File: config.mk
export PLATFORM = sky130hd
export DESIGN_NAME = bitmap_page_frame_allocator
export DESIGN_NICKNAME = d
export VERILOG_FILES = /design/src/rtl/core/bpfa_pkg.sv /design/src/rtl/core/bitmap_page_frame_allocator.sv /design/src/rtl/core/bpfa_lowbit.sv
export SDC_FILE = /design/constraint.sdc
export NUM_CORES = 1
export LEC_CHECK = 0
export ABC_CLOCK_PERIOD_IN_PS = 7600
export BUFFER_PORTS_ARGS = -buffer_cell sky130_fd_sc_hd__buf_2
export CAP_MARGIN = 20
export CORE_ASPECT_RATIO = 1.75
export CORE_MARGIN = 4
export CORE_UTILIZATION = 45
export CTS_CLUSTER_SIZE = 16
export DETAILED_ROUTE_END_ITERATION = 10
export RECOVER_POWER = 50
export SLEW_MARGIN = 5
export SYNTH_ARGS = -nofsm -noshare
export SYNTH_HDL_FRONTEND = slang
export SYNTH_SLANG_ARGS = --single-unit
export TNS_END_PERCENT = 10
File: constraint.sdc
create_clock -name aclk -period 7.6 [get_ports aclk]
set_input_delay 1.52 -clock aclk [delete_from_list [all_inputs] [get_ports aclk]]
set_output_delay 1.52 -clock aclk [all_outputs]
set_load 0.02 [all_outputs]
File: src/rtl/core/bpfa_pkg.sv
// Package for the bitmap page frame allocator.
// Holds field widths, default sizes, command and status codes and the controller states.
// Depends on nothing; imported by the top level.
package bpfa_pkg;

    // Default sizes of the page bitmap.
    localparam int PAGES_DEF     = 512;
    localparam int WORD_BITS_DEF = 32;

    // Field widths on the ports.
    localparam int OP_W      = 2;
    localparam int PAGE_W    = 9;
    localparam int CFG_W     = 10;
    localparam int STATUS_W  = 2;
    localparam int COUNT_W   = 10;
    localparam int CFG_IDX_W = 2;
    localparam int S_TDATA_W = 16;
    localparam int M_TDATA_W = 24;

    // Register indexes on the configuration channel.
    localparam logic [CFG_IDX_W-1:0] CFG_FIRST_FREE = 2'd0;
    localparam logic [CFG_IDX_W-1:0] CFG_INSTALLED  = 2'd1;

    // Register reset values.
    localparam logic [CFG_W-1:0] FIRST_FREE_RST = 10'd0;
    localparam logic [CFG_W-1:0] INSTALLED_RST  = 10'd512;

    // Command codes.
    typedef enum logic [OP_W-1:0] {
        OP_INIT  = 2'd0,
        OP_ALLOC = 2'd1,
        OP_FREE  = 2'd2
    } opcode_t;

    // Result status codes.
    typedef enum logic [STATUS_W-1:0] {
        ST_OK      = 2'd0,
        ST_EMPTY   = 2'd1,
        ST_BEYOND  = 2'd2,
        ST_BADFREE = 2'd3
    } status_t;

    // Controller states.
    typedef enum logic [2:0] {
        FSM_SWEEP,
        FSM_IDLE,
        FSM_SCAN,
        FSM_PICK,
        FSM_TAKE,
        FSM_SEEK,
        FSM_FCHK,
        FSM_RESP
    } fsm_t;

endpackage

File: src/rtl/core/bitmap_page_frame_allocator.sv
// Top level of the bitmap page frame allocator: controller, bitmap memory, config registers.
// Depends on bpfa_pkg and bpfa_lowbit.
//
// Channel   Dir  Signals                          Contents
// s_        in   s_tvalid s_tready s_tdata s_tuser  command and page to release
// m_        out  m_tvalid m_tready m_tdata m_tuser  status, page, free count
// cfg_      in   cfg_valid cfg_ready cfg_index cfg_data  register writes
//
// One command at a time; the bitmap sits in a one-port synchronous memory of WORDS words
// and each step makes at most one memory access. Alloc reads word by word until a word
// holds a free page, then takes the lowest one if installed; free steps to the page's word,
// reads it and sets the bit; init rewrites every word. After reset a clearing pass writes
// all WORDS words before the first command. While an earlier result is not taken, the next
// result waits in the response state; configuration writes are taken every cycle.
module bitmap_page_frame_allocator #(
    parameter int PAGES     = bpfa_pkg::PAGES_DEF,
    parameter int WORD_BITS = bpfa_pkg::WORD_BITS_DEF
) (
    input  logic                             aclk,
    input  logic                             aresetn,
    // s_tdata fields from bit 0: free_page[8:0], zero fill.
    input  logic [bpfa_pkg::S_TDATA_W-1:0]   s_tdata,
    // s_tuser fields from bit 0: opcode[1:0].
    input  logic [bpfa_pkg::OP_W-1:0]        s_tuser,
    input  logic                             s_tvalid,
    output logic                             s_tready,
    // m_tdata fields from bit 0: page[8:0], free_count[18:9], zero fill.
    output logic [bpfa_pkg::M_TDATA_W-1:0]   m_tdata,
    // m_tuser fields from bit 0: status[1:0].
    output logic [bpfa_pkg::STATUS_W-1:0]    m_tuser,
    output logic                             m_tvalid,
    input  logic                             m_tready,
    input  logic                             cfg_valid,
    output logic                             cfg_ready,
    input  logic [bpfa_pkg::CFG_IDX_W-1:0]   cfg_index,
    input  logic [bpfa_pkg::CFG_W-1:0]       cfg_data
);

    import bpfa_pkg::*;

    localparam int WORDS    = (PAGES + WORD_BITS - 1) / WORD_BITS;
    localparam int AW       = (WORDS > 1) ? $clog2(WORDS) : 1;
    localparam int OB       = (WORD_BITS > 1) ? $clog2(WORD_BITS) : 1;
    localparam int CNT_BITS = $clog2(PAGES + 1);
    localparam int BW       = ((CNT_BITS > CFG_W) ? CNT_BITS : CFG_W) + 1;

    localparam logic [BW-1:0] PAGES_X = BW'(PAGES);
    localparam logic [BW-1:0] WB_X    = BW'(WORD_BITS);
    localparam logic [AW-1:0] LAST_W  = AW'(WORDS - 1);

    // Controller and datapath registers.
    fsm_t                  state_reg, state_next;
    logic [AW-1:0]         w_reg, w_next;
    logic [BW-1:0]         base_reg, base_next;
    logic                  sweep_init_reg, sweep_init_next;
    logic                  pend_reg, pend_next;
    logic [AW-1:0]         pend_w_reg, pend_w_next;
    logic [BW-1:0]         pend_base_reg, pend_base_next;
    logic [WORD_BITS-1:0]  word_reg, word_next;
    logic [WORD_BITS-1:0]  onehot_reg, onehot_next;
    logic [OB-1:0]         idx_reg, idx_next;
    logic [PAGE_W-1:0]     fp_reg, fp_next;
    logic [CNT_BITS-1:0]   cnt_reg, cnt_next;
    status_t               res_status_reg, res_status_next;
    logic [PAGE_W-1:0]     res_page_reg, res_page_next;
    logic                  m_valid_reg, m_valid_next;
    status_t               m_status_reg, m_status_next;
    logic [PAGE_W-1:0]     m_page_reg, m_page_next;
    logic [COUNT_W-1:0]    m_count_reg, m_count_next;
    logic [CFG_W-1:0]      ffp_reg, ffp_next;
    logic [CFG_W-1:0]      inst_reg, inst_next;

    // Memory port.
    logic                  mem_we;
    logic                  mem_re;
    logic [AW-1:0]         mem_addr;
    logic [WORD_BITS-1:0]  mem_wd;
    logic [WORD_BITS-1:0]  mem_rdata_reg;
    logic [WORD_BITS-1:0]  bitmap_mem [WORDS];

    // Helpers.
    logic [WORD_BITS-1:0]  init_mask;
    logic [CNT_BITS-1:0]   init_cnt;
    logic [WORD_BITS-1:0]  lb_onehot;
    logic [OB-1:0]         lb_idx;
    logic [BW-1:0]         take_page;
    logic [OB-1:0]         free_off;
    logic [BW-1:0]         cnt_x;
    opcode_t               in_op;

    assign s_tready  = (state_reg == FSM_IDLE);
    assign cfg_ready = 1'b1;
    assign m_tvalid  = m_valid_reg;
    assign m_tuser   = m_status_reg;
    assign m_tdata   = {{(M_TDATA_W - COUNT_W - PAGE_W){1'b0}}, m_count_reg, m_page_reg};

    assign in_op     = opcode_t'(s_tuser);
    assign take_page = pend_base_reg + BW'(idx_reg);
    assign free_off  = OB'(BW'(fp_reg) - base_reg);
    assign cnt_x     = BW'(cnt_reg);
    assign init_cnt  = (BW'(ffp_reg) >= PAGES_X) ? '0 : CNT_BITS'(PAGES_X - BW'(ffp_reg));

    // Init pattern for the word at base_reg: free from first_free_page up to the last page.
    always_comb begin
        for (int b = 0; b < WORD_BITS; b++) begin
            init_mask[b] = ((base_reg + BW'(b)) >= BW'(ffp_reg)) &&
                           ((base_reg + BW'(b)) < PAGES_X);
        end
    end

    bpfa_lowbit #(
        .WORD_BITS (WORD_BITS),
        .OB        (OB)
    ) u_lowbit (
        .word   (word_reg),
        .onehot (lb_onehot),
        .idx    (lb_idx)
    );

    // Bitmap memory: one access per cycle, registered read data.
    always_ff @(posedge aclk) begin
        if (mem_we) begin
            bitmap_mem[mem_addr] <= mem_wd;
        end
        if (mem_re) begin
            mem_rdata_reg <= bitmap_mem[mem_addr];
        end
    end

    // Next state, memory control and result capture.
    always_comb begin
        state_next      = state_reg;
        w_next          = w_reg;
        base_next       = base_reg;
        sweep_init_next = sweep_init_reg;
        pend_next       = pend_reg;
        pend_w_next     = pend_w_reg;
        pend_base_next  = pend_base_reg;
        word_next       = word_reg;
        onehot_next     = onehot_reg;
        idx_next        = idx_reg;
        fp_next         = fp_reg;
        cnt_next        = cnt_reg;
        res_status_next = res_status_reg;
        res_page_next   = res_page_reg;
        m_valid_next    = m_valid_reg && !m_tready;
        m_status_next   = m_status_reg;
        m_page_next     = m_page_reg;
        m_count_next    = m_count_reg;
        ffp_next        = ffp_reg;
        inst_next       = inst_reg;
        mem_we          = 1'b0;
        mem_re          = 1'b0;
        mem_addr        = w_reg;
        mem_wd          = '0;

        // Configuration writes; indexes past the list are ignored.
        if (cfg_valid) begin
            if (cfg_index == CFG_FIRST_FREE) begin
                ffp_next = cfg_data;
            end else if (cfg_index == CFG_INSTALLED) begin
                inst_next = cfg_data;
            end
        end

        unique case (state_reg)
            // Write every word: zeros after reset, the init pattern for init.
            FSM_SWEEP: begin
                mem_we = 1'b1;
                mem_wd = sweep_init_reg ? init_mask : '0;
                if (w_reg == LAST_W) begin
                    w_next    = '0;
                    base_next = '0;
                    if (sweep_init_reg) begin
                        cnt_next        = init_cnt;
                        res_status_next = ST_OK;
                        res_page_next   = '0;
                        state_next      = FSM_RESP;
                    end else begin
                        state_next = FSM_IDLE;
                    end
                end else begin
                    w_next    = w_reg + AW'(1);
                    base_next = base_reg + WB_X;
                end
            end

            FSM_IDLE: begin
                w_next    = '0;
                base_next = '0;
                pend_next = 1'b0;
                if (s_tvalid) begin
                    unique case (in_op)
                        OP_INIT: begin
                            sweep_init_next = 1'b1;
                            state_next      = FSM_SWEEP;
                        end
                        OP_ALLOC: begin
                            state_next = FSM_SCAN;
                        end
                        OP_FREE: begin
                            fp_next = s_tdata[PAGE_W-1:0];
                            if (BW'(s_tdata[PAGE_W-1:0]) >= PAGES_X) begin
                                res_status_next = ST_BADFREE;
                                res_page_next   = '0;
                                state_next      = FSM_RESP;
                            end else begin
                                state_next = FSM_SEEK;
                            end
                        end
                        default: begin
                            state_next = FSM_IDLE;
                        end
                    endcase
                end
            end

            // Read one word per cycle and test the word read in the cycle before.
            FSM_SCAN: begin
                if (pend_reg && (mem_rdata_reg != '0)) begin
                    word_next  = mem_rdata_reg;
                    state_next = FSM_PICK;
                end else if (pend_reg && (pend_w_reg == LAST_W)) begin
                    res_status_next = ST_EMPTY;
                    res_page_next   = '0;
                    state_next      = FSM_RESP;
                end else begin
                    mem_re         = 1'b1;
                    pend_next      = 1'b1;
                    pend_w_next    = w_reg;
                    pend_base_next = base_reg;
                    if (w_reg != LAST_W) begin
                        w_next    = w_reg + AW'(1);
                        base_next = base_reg + WB_X;
                    end
                end
            end

            FSM_PICK: begin
                onehot_next = lb_onehot;
                idx_next    = lb_idx;
                state_next  = FSM_TAKE;
            end

            // Take the page unless it lies past the installed memory.
            FSM_TAKE: begin
                if ((take_page >= BW'(inst_reg)) || (take_page >= PAGES_X)) begin
                    res_status_next = ST_BEYOND;
                    res_page_next   = '0;
                end else begin
                    mem_we          = 1'b1;
                    mem_addr        = pend_w_reg;
                    mem_wd          = word_reg & ~onehot_reg;
                    cnt_next        = cnt_reg - CNT_BITS'(1);
                    res_status_next = ST_OK;
                    res_page_next   = take_page[PAGE_W-1:0];
                end
                state_next = FSM_RESP;
            end

            // Step word by word until the word holding the page is reached.
            FSM_SEEK: begin
                if (BW'(fp_reg) < (base_reg + WB_X)) begin
                    mem_re     = 1'b1;
                    state_next = FSM_FCHK;
                end else begin
                    w_next    = w_reg + AW'(1);
                    base_next = base_reg + WB_X;
                end
            end

            // A page that is already free is refused.
            FSM_FCHK: begin
                if (mem_rdata_reg[free_off]) begin
                    res_status_next = ST_BADFREE;
                end else begin
                    mem_we          = 1'b1;
                    mem_wd          = mem_rdata_reg | (WORD_BITS'(1) << free_off);
                    cnt_next        = cnt_reg + CNT_BITS'(1);
                    res_status_next = ST_OK;
                end
                res_page_next = '0;
                state_next    = FSM_RESP;
            end

            // Hand the result to the output register once it is free.
            FSM_RESP: begin
                if (!m_valid_reg || m_tready) begin
                    m_valid_next  = 1'b1;
                    m_status_next = res_status_reg;
                    m_page_next   = res_page_reg;
                    m_count_next  = cnt_x[COUNT_W-1:0];
                    state_next    = FSM_IDLE;
                end
            end

            default: begin
                state_next = FSM_IDLE;
            end
        endcase
    end

    // State register.
    always_ff @(posedge aclk) begin
        if (!aresetn) begin
            state_reg <= FSM_SWEEP;
        end else begin
            state_reg <= state_next;
        end
    end

    // Control registers with reset.
    always_ff @(posedge aclk) begin
        if (!aresetn) begin
            w_reg          <= '0;
            base_reg       <= '0;
            sweep_init_reg <= 1'b0;
            pend_reg       <= 1'b0;
            cnt_reg        <= '0;
            m_valid_reg    <= 1'b0;
            ffp_reg        <= FIRST_FREE_RST;
            inst_reg       <= INSTALLED_RST;
        end else begin
            w_reg          <= w_next;
            base_reg       <= base_next;
            sweep_init_reg <= sweep_init_next;
            pend_reg       <= pend_next;
            cnt_reg        <= cnt_next;
            m_valid_reg    <= m_valid_next;
            ffp_reg        <= ffp_next;
            inst_reg       <= inst_next;
        end
    end

    // Payload registers.
    always_ff @(posedge aclk) begin
        pend_w_reg     <= pend_w_next;
        pend_base_reg  <= pend_base_next;
        word_reg       <= word_next;
        onehot_reg     <= onehot_next;
        idx_reg        <= idx_next;
        fp_reg         <= fp_next;
        res_status_reg <= res_status_next;
        res_page_reg   <= res_page_next;
        m_status_reg   <= m_status_next;
        m_page_reg     <= m_page_next;
        m_count_reg    <= m_count_next;
    end

`ifndef SYNTHESIS
    // A new result only appears when the controller leaves its response state.
    a_result_from_resp: assert property (@(posedge aclk) disable iff (!aresetn)
        $rose(m_valid_reg) |-> $past(state_reg == FSM_RESP))
        else $error("result raised outside the response state");

    // The free count never exceeds the number of pages.
    a_count_bound: assert property (@(posedge aclk) disable iff (!aresetn)
        cnt_reg <= CNT_BITS'(PAGES))
        else $error("free count above page total");

    // The single memory port never reads and writes in the same cycle.
    a_one_access: assert property (@(posedge aclk) disable iff (!aresetn)
        !(mem_we && mem_re))
        else $error("memory read and write in one cycle");
`endif

endmodule

File: src/rtl/core/bpfa_lowbit.sv
// Lowest-set-bit finder for one bitmap word.
// Gives the isolated lowest set bit and its position; no package needed.
module bpfa_lowbit #(
    parameter int WORD_BITS = 32,
    parameter int OB        = 5
) (
    input  logic [WORD_BITS-1:0] word,
    output logic [WORD_BITS-1:0] onehot,
    output logic [OB-1:0]        idx
);

    // Two's complement trick keeps only the lowest set bit.
    assign onehot = word & (~word + WORD_BITS'(1));

    // Each position bit is the OR of the one-hot bits whose index has that bit set.
    always_comb begin
        idx = '0;
        for (int k = 0; k < OB; k++) begin
            for (int j = 0; j < WORD_BITS; j++) begin
                if (((j >> k) & 1) == 1) begin
                    idx[k] = idx[k] | onehot[j];
                end
            end
        end
    end

endmodule

# --- After elaboration in Yosys (flattened, before gate mapping) ---
# Memories as Yosys holds them, arrays and structs flattened. A register that Yosys moved wholly into a read port is not among the register bits.
# Cells that the tools add are included.
word_totals:
  register_bits: 176
  mem_bits_rw: 512
  inputBits: 35
  memories: 1
mem_list:
  columns: ["name", "depth", "word_bits", "read_ports", "rd_clocked_by_memory_dff", "write_ports", "line_no", "text"]
  rows:
  - ["bitmap_mem", 16, 32, 1, 1, 1, "bitmap_page_frame_allocator.sv:79", "logic [WORD_BITS-1:0] bitmap_mem [WORDS];"]
op_classes:
  add_sub_neg: 39
  n_lt_le_gt_ge: 69
  n_eq_ne: 26
  shifts: 1
  muxes: 62
  bitwise_logic: 83
  reduce_logical: 60
op_table:
  columns: ["operator", "count"]
  rows:
  - ["$ge A11 B10 Y1", 33]
  - ["$lt A11 B10 Y1 const B", 32]
  - ["$add A11 B5 Y11 const B", 16]
  - ["$mux W32", 3]
  - ["$pmux W32 S3", 1]
  - ["$add A11 B4 Y11 const B", 8]
  - ["$or A1 B1 Y1", 75]
  - ["$and A32 B32 Y32", 2]
  - ["$not A32 Y32", 2]
  - ["$mux W11", 5]
  - ["$mux W10", 5]
  - ["$mux W9", 5]
  - ["$add A11 B3 Y11 const B", 4]
  - ["$pmux W11 S4", 1]
  - ["$pmux W9 S4", 1]
  - ["$logic_and A1 B1 Y1", 35]
  - ["$add A32 B1 Y32 const B", 1]
  - ["$or A32 B32 Y32", 1]
  - ["$reduce_bool A32 Y1", 1]
  - ["$shl A1 B5 Y32 const A", 1]
  - ["$pmux W10 S3", 1]
  - ["$mux W4", 7]
  - ["$ne A2 B2 Y1 const B", 12]
  - ["$add A11 B2 Y11 const B", 2]
  - ["42 further kinds", 86]

# --- Longest topological paths before layout ---
depth:
  word_depth: 18
  depth_mapped: 14
  depth_no_buf: 12

# --- Cells and area by module ---
# From an unflattened synthesis, not the netlist that was laid out.
hier_totals:
  cells_unflattened: 2042
  hier_area_um2: 30535.5
by_module_without_submodules:
  columns: ["mod", "instances", "cells_each", "area_per_inst_um2"]
  rows:
  - ["bitmap_page_frame_allocator", 1, 1919, 29738.5]
  - ["bpfa_lowbit", 1, 123, 797.0]

# --- Worst setup path before layout ---
# No wires, ideal clock.
synth_timing:
  path_type: "register -> register"
  startpoint: "register base_reg[5]"
  endpoint: "register mem_rdata_reg[0] (read register of bitmap_mem) (enable)"
  setup_ns: 0.511
  arrival_time_ns: 4.812
  path_slack_ns: 2.277
  stages_incl_launch_ff: 9
  n_path_buf: 0
  synth_period_minus_slack_ns: 5.323
  cell_sequence: "dfxtp_1 -> ha_1 -> inv_1 -> ha_1 -> o21a_1 -> o21a_1 -> o21ai_0 -> a21oi_1 -> o41ai_1"
synth_between:
  elab_chain_len: 4
synth_rtl:
  columns: ["item", "line_no", "text"]
  rows:
  - ["from (decl)", "bitmap_page_frame_allocator.sv:54", "logic [BW-1:0] base_reg, base_next;"]
  - ["from (signal assigned)", "bitmap_page_frame_allocator.sv:325", "base_reg <= base_next;"]
  - ["$add A11 B6 Y11", "bitmap_page_frame_allocator.sv:263", "if (BW'(fp_reg) < (base_reg + WB_X)) begin"]
  - ["$lt A9 B11 Y1", "bitmap_page_frame_allocator.sv:263", null]
  - ["$mux W1", "bitmap_page_frame_allocator.sv:263", null]
  - ["$pmux W1 S2", "bitmap_page_frame_allocator.sv:166", "unique case (state_reg)"]
  - ["via mem_re", "bitmap_page_frame_allocator.sv:75", "logic mem_re;"]
  - ["to (decl)", "bitmap_page_frame_allocator.sv:78", "logic [WORD_BITS-1:0] mem_rdata_reg;"]
# The timed path passes the listed nets, and every way through them passes these cells.
# A chain may end at the register's enable or synchronous reset.

# --- Worst setup path after layout ---
layout_timing:
  startpoint: "register fp_reg[1]"
  endpoint: "memory bitmap_mem[6][26] (enable)"
layout_between:
  elab_chain_len: 7
layout_rtl:
  columns: ["item", "line_no", "text"]
  rows:
  - ["from (decl)", "bitmap_page_frame_allocator.sv:62", "logic [PAGE_W-1:0] fp_reg, fp_next;"]
  - ["from (signal assigned)", "bitmap_page_frame_allocator.sv:342", "fp_reg <= fp_next;"]
  - ["$sub A5 B5 Y5", "bitmap_page_frame_allocator.sv:99", "assign free_off = OB'(BW'(fp_reg) - base_reg);"]
  - ["$bmux W1 S5", "bitmap_page_frame_allocator.sv:274", "if (mem_rdata_reg[free_off]) begin"]
  - ["$mux W1 (not written as such)", "bitmap_page_frame_allocator.sv:274", null]
  - ["$mux W1", "bitmap_page_frame_allocator.sv:274", null]
  - ["$pmux W1 S3", "bitmap_page_frame_allocator.sv:166", null]
  - ["$mux W1", "bitmap_page_frame_allocator.sv:122", "if (mem_we) begin"]
  - ["$mux W1 (not written as such)", "bitmap_page_frame_allocator.sv:123", "bitmap_mem[mem_addr] <= mem_wd;"]
  - ["to (decl)", "bitmap_page_frame_allocator.sv:79", null]
# No other way between the ends. The select of a mux whose other input is x is not followed.

==> flow_summary.toml <==
[run_status]
status = "finished with violations"
violations = "max-capacitance violations, max-slew violations"

[final_layout]
drive_gt1_share_pct = 8.921
layout_commonest_cell = "edfxtp_1"
regMostFlops = "bitmap_mem"
final_cell_mix = "664 x edfxtp_1, 245 x nand2_1, 198 x a31oi_1"
multi_input_area_mm2 = 0.01119
area_growth_pct = 10.53
seq_area_mm2 = 0.02086
fin_nets = 2713
largest_register_ffs = 512
final_area_mm2 = 0.03632
final_core_util_pct = 50.41
fillers = 6059

[pwr]
pwr-share-clk_pct = 41.1
ir_worst_vdd_mv = 0.1419
combPwrFrac_pct = 6.4
intPower_uw = 6419
swShare_pct = 22.37
p_seq_share_pct = 52.6
p_switching_uw = 1850
p_per_area_mw_per_mm2 = 227.7
leakage_uw = 0.01204

[clock_network]
clkSinkCount = 710
cts_tree = "built"
cts_inserted_buffers = 67
worstSkewPairLatency_ns = 0.62
cts.repair.resized = 0
cts_setup_buffers = 0
path_clk_slew_ns = 0.07
cts_buffer_depth = 3
htree_levels = 3
cts-root-buf = "clkbuf_16"
cts_hold_buf = 0

[drt]
num_vias = 23205
wirelength_um = 99950
dr.pass1.iters = 8
wl_per_cell_um = 27.73
route.detailed.drc = 0
drt_iter0_markers = 2834
via_per_inst = 6.439
antenna_left = 0

[floorplan]
core_mm2 = 0.07206
pin_count = 64
die-height_um = 365.5
die-area_mm2 = 0.07758
start_util_pct = 45.60
num_rows = 130
die_x_um = 212.3

[timing]
min_period_ns = 6.228
worstMarginPinSlew_ns = 3.336
rsz0062_at_grt = "false"
fmax_mhz = 160.6
setup_viol = 0
slew-limit-headroom_pct = -122.4
drv_slew = 207
finalCritPeriodShare_pct = 81.95
final-hold-violation-count = 0
fin_setup_tns_ns = 0
finalClockSkew_ns = 0.02150

[synthesis]
ys_async_sr_fraction_pct = 0
synth_edf_count = 664
postSynth.topFlopCell = "edfxtp_1"
ys_seq_area_share_pct = 63.48
syn_inst = 2632
postSynthAreaPerCell_um2 = 12.48
synthDistinctLibCells = 80
synth_area_mm2 = 0.03286
ys_ff_latch = 710
yosysWarnings = 0

[worst_setup_path]
worstPathArrival_ns = 6.50
max_stage_delay_ns = 1.39
worst_setup_path_end_kind = "flop"
crit_required_ns = 7.88
crit_fanout = 33
crit_path_start_kind = "flop"
critPathMostFrequentCell = "clkbuf_1"
r2r_slack_ns = 1.37
crit_type = "reg2reg"
critPathSlowestCell = "clkbuf_1"
crit_chain = "inv_1 -> ha_1 -> mux4_2 -> nor2b_1 -> a221oi_1 -> o41a_2 -> nand3_1 -> clkbuf_1 -> nand2_1 -> a22oi_1 -> clkbuf_1 -> nor2_1 -> buf_4"

[placement]
hpwl_um = 62510
dpl_cell_area_mm2 = 0.03429
portBuffers = 50
gp_congestion = 0.9660

[grt]
track_usage_pct = 25.16
grt-ovfl-total = 0
grt_pass1_wl_um = 146100
grt_start_max_net_pins = 75
antenna_found_initial = 2
grt_pass1_vias = 23362

[run]
drv_cap = 5

[worst_hold_path]
hold_class = "reg2reg"
[routing by layer]
layer  global-route usage [%]  wire length, um  share of wire [%]
met1                    27.86            34610                 35
met2                    45.79            52440                 52
met3                    3.204             6571                6.6
met4                    14.96             6333                6.3
met5                        0                0                  0
[power groups by stage]
stage               clock (uW)  sequential (uW)  combinational [uW]
floorplan                    0             4410                 350
global placement             0             4420                 510
detailed placement           0             4430                 519
CTS                       3450             4340                 521
global route              3610             4350                 565
finish                    3400             4350                 527
[logic make-up after synthesis]
kind of cell               after synthesis  share of synthesized area [%]
xor gates and xnor gates                25                         0.6663
buffers and inverters                  259                          3.294
muxes                                  182                          6.008
DFF                                    710                          63.48
AOI/OAI and AO/OA                      728                          14.38
adders and majority gates               49                          1.889
other                                    2                        0.02285
and+or+nand+nor                        677                          10.26
[worst max-delay path: cells and delay by family, from the launching register on]
kind                     cells  cell delay [ns]
buffers and inverters        4             2.60
AO/OA/AOI/OAI                3             0.91
adder cells (fa/ha/maj)      1             0.71
multiplexers                 1             0.33
AND/OR/NAND/NOR              4             0.94
flip-flops                   1             0.33
[worst paths after layout]
path | from | depth (start not counted) | end
worst min-delay path | res_page_reg[8]$_SDFFCE_PN0P_ | 0 | m_page_reg[8]$_DFFE_PP_
worst max register to register | fp_reg[1]$_DFFE_PP_ | 13 | bitmap_mem[6][26]$_DFFE_PP_
worst min register to register | res_page_reg[8]$_SDFFCE_PN0P_ | 0 | m_page_reg[8]$_DFFE_PP_
worst max-delay path | fp_reg[1]$_DFFE_PP_ | 13 | bitmap_mem[6][26]$_DFFE_PP_
[metrics by stage]
stage | instances | hold slack, ns | power, uW | worst slack, ns
finish | 3604 | 0.4148 | 8269 | 1.372
global route | 3603 | 0.4207 | 8525 | 1.073
CTS | 3597 | 0.4142 | 8316 | 2.244
detailed placement | 3478 | 0.4057 | 4949 | 2.266
global placement | 3473 | 0.4017 | 4935 | 2.297
floorplan | 2638 | 0.4003 | 4759 | 2.277
[final cells by class]
| cell class | instances | area share [%] |
|---|---|---|
| inverter | 49 | 0.5133 |
| clock inverter | 36 | 1.161 |
| tap | 924 | 3.183 |
| clock buffer | 83 | 4.840 |
| sequential | 710 | 57.43 |
| multi-input combinational | 1669 | 30.81 |
| timing repair buffer | 132 | 2.057 |
| antenna | 1 | 0.006890 |
[cells in the mapped netlist (all sizes together) (6+ instances only)]
master | n | area (um^2)
edfxtp | 664 | 19940
nand2 | 245 | 919.6
a31oi | 198 | 1239
a21oi | 197 | 993.5
clkbuf | 145 | 544.3
mux2i | 141 | 1411
nor3 | 119 | 605.6
nor2 | 112 | 430.4
a21boi | 97 | 728.2
o22ai | 67 | 419.2
buf | 65 | 354.1
ha | 48 | 600.6
inv | 48 | 180.2
dfxtp | 46 | 920.9
o21ai | 37 | 192.7
a2111oi | 35 | 325.3
mux2 | 32 | 360.4
or3b | 32 | 280.3
nand3b | 29 | 217.7
o221ai | 29 | 254.0
and3 | 22 | 137.6
nand3 | 17 | 85.08
nor4 | 14 | 87.58
nor2b | 13 | 81.33
xnor2 | 13 | 113.9
a21o | 12 | 90.09
nand4 | 12 | 75.07
xor2 | 12 | 105.1
nor3b | 11 | 82.58
and2 | 10 | 62.56
or3 | 10 | 62.56
mux4 | 9 | 202.7
o21a | 9 | 67.56
a211oi | 8 | 70.06
or2 | 8 | 50.05
nor4b | 7 | 61.31
nand2b | 6 | 45.04
o211a | 6 | 60.06
o211ai | 6 | 45.04
No activity file was read; power rests on OpenSTA's default activity.
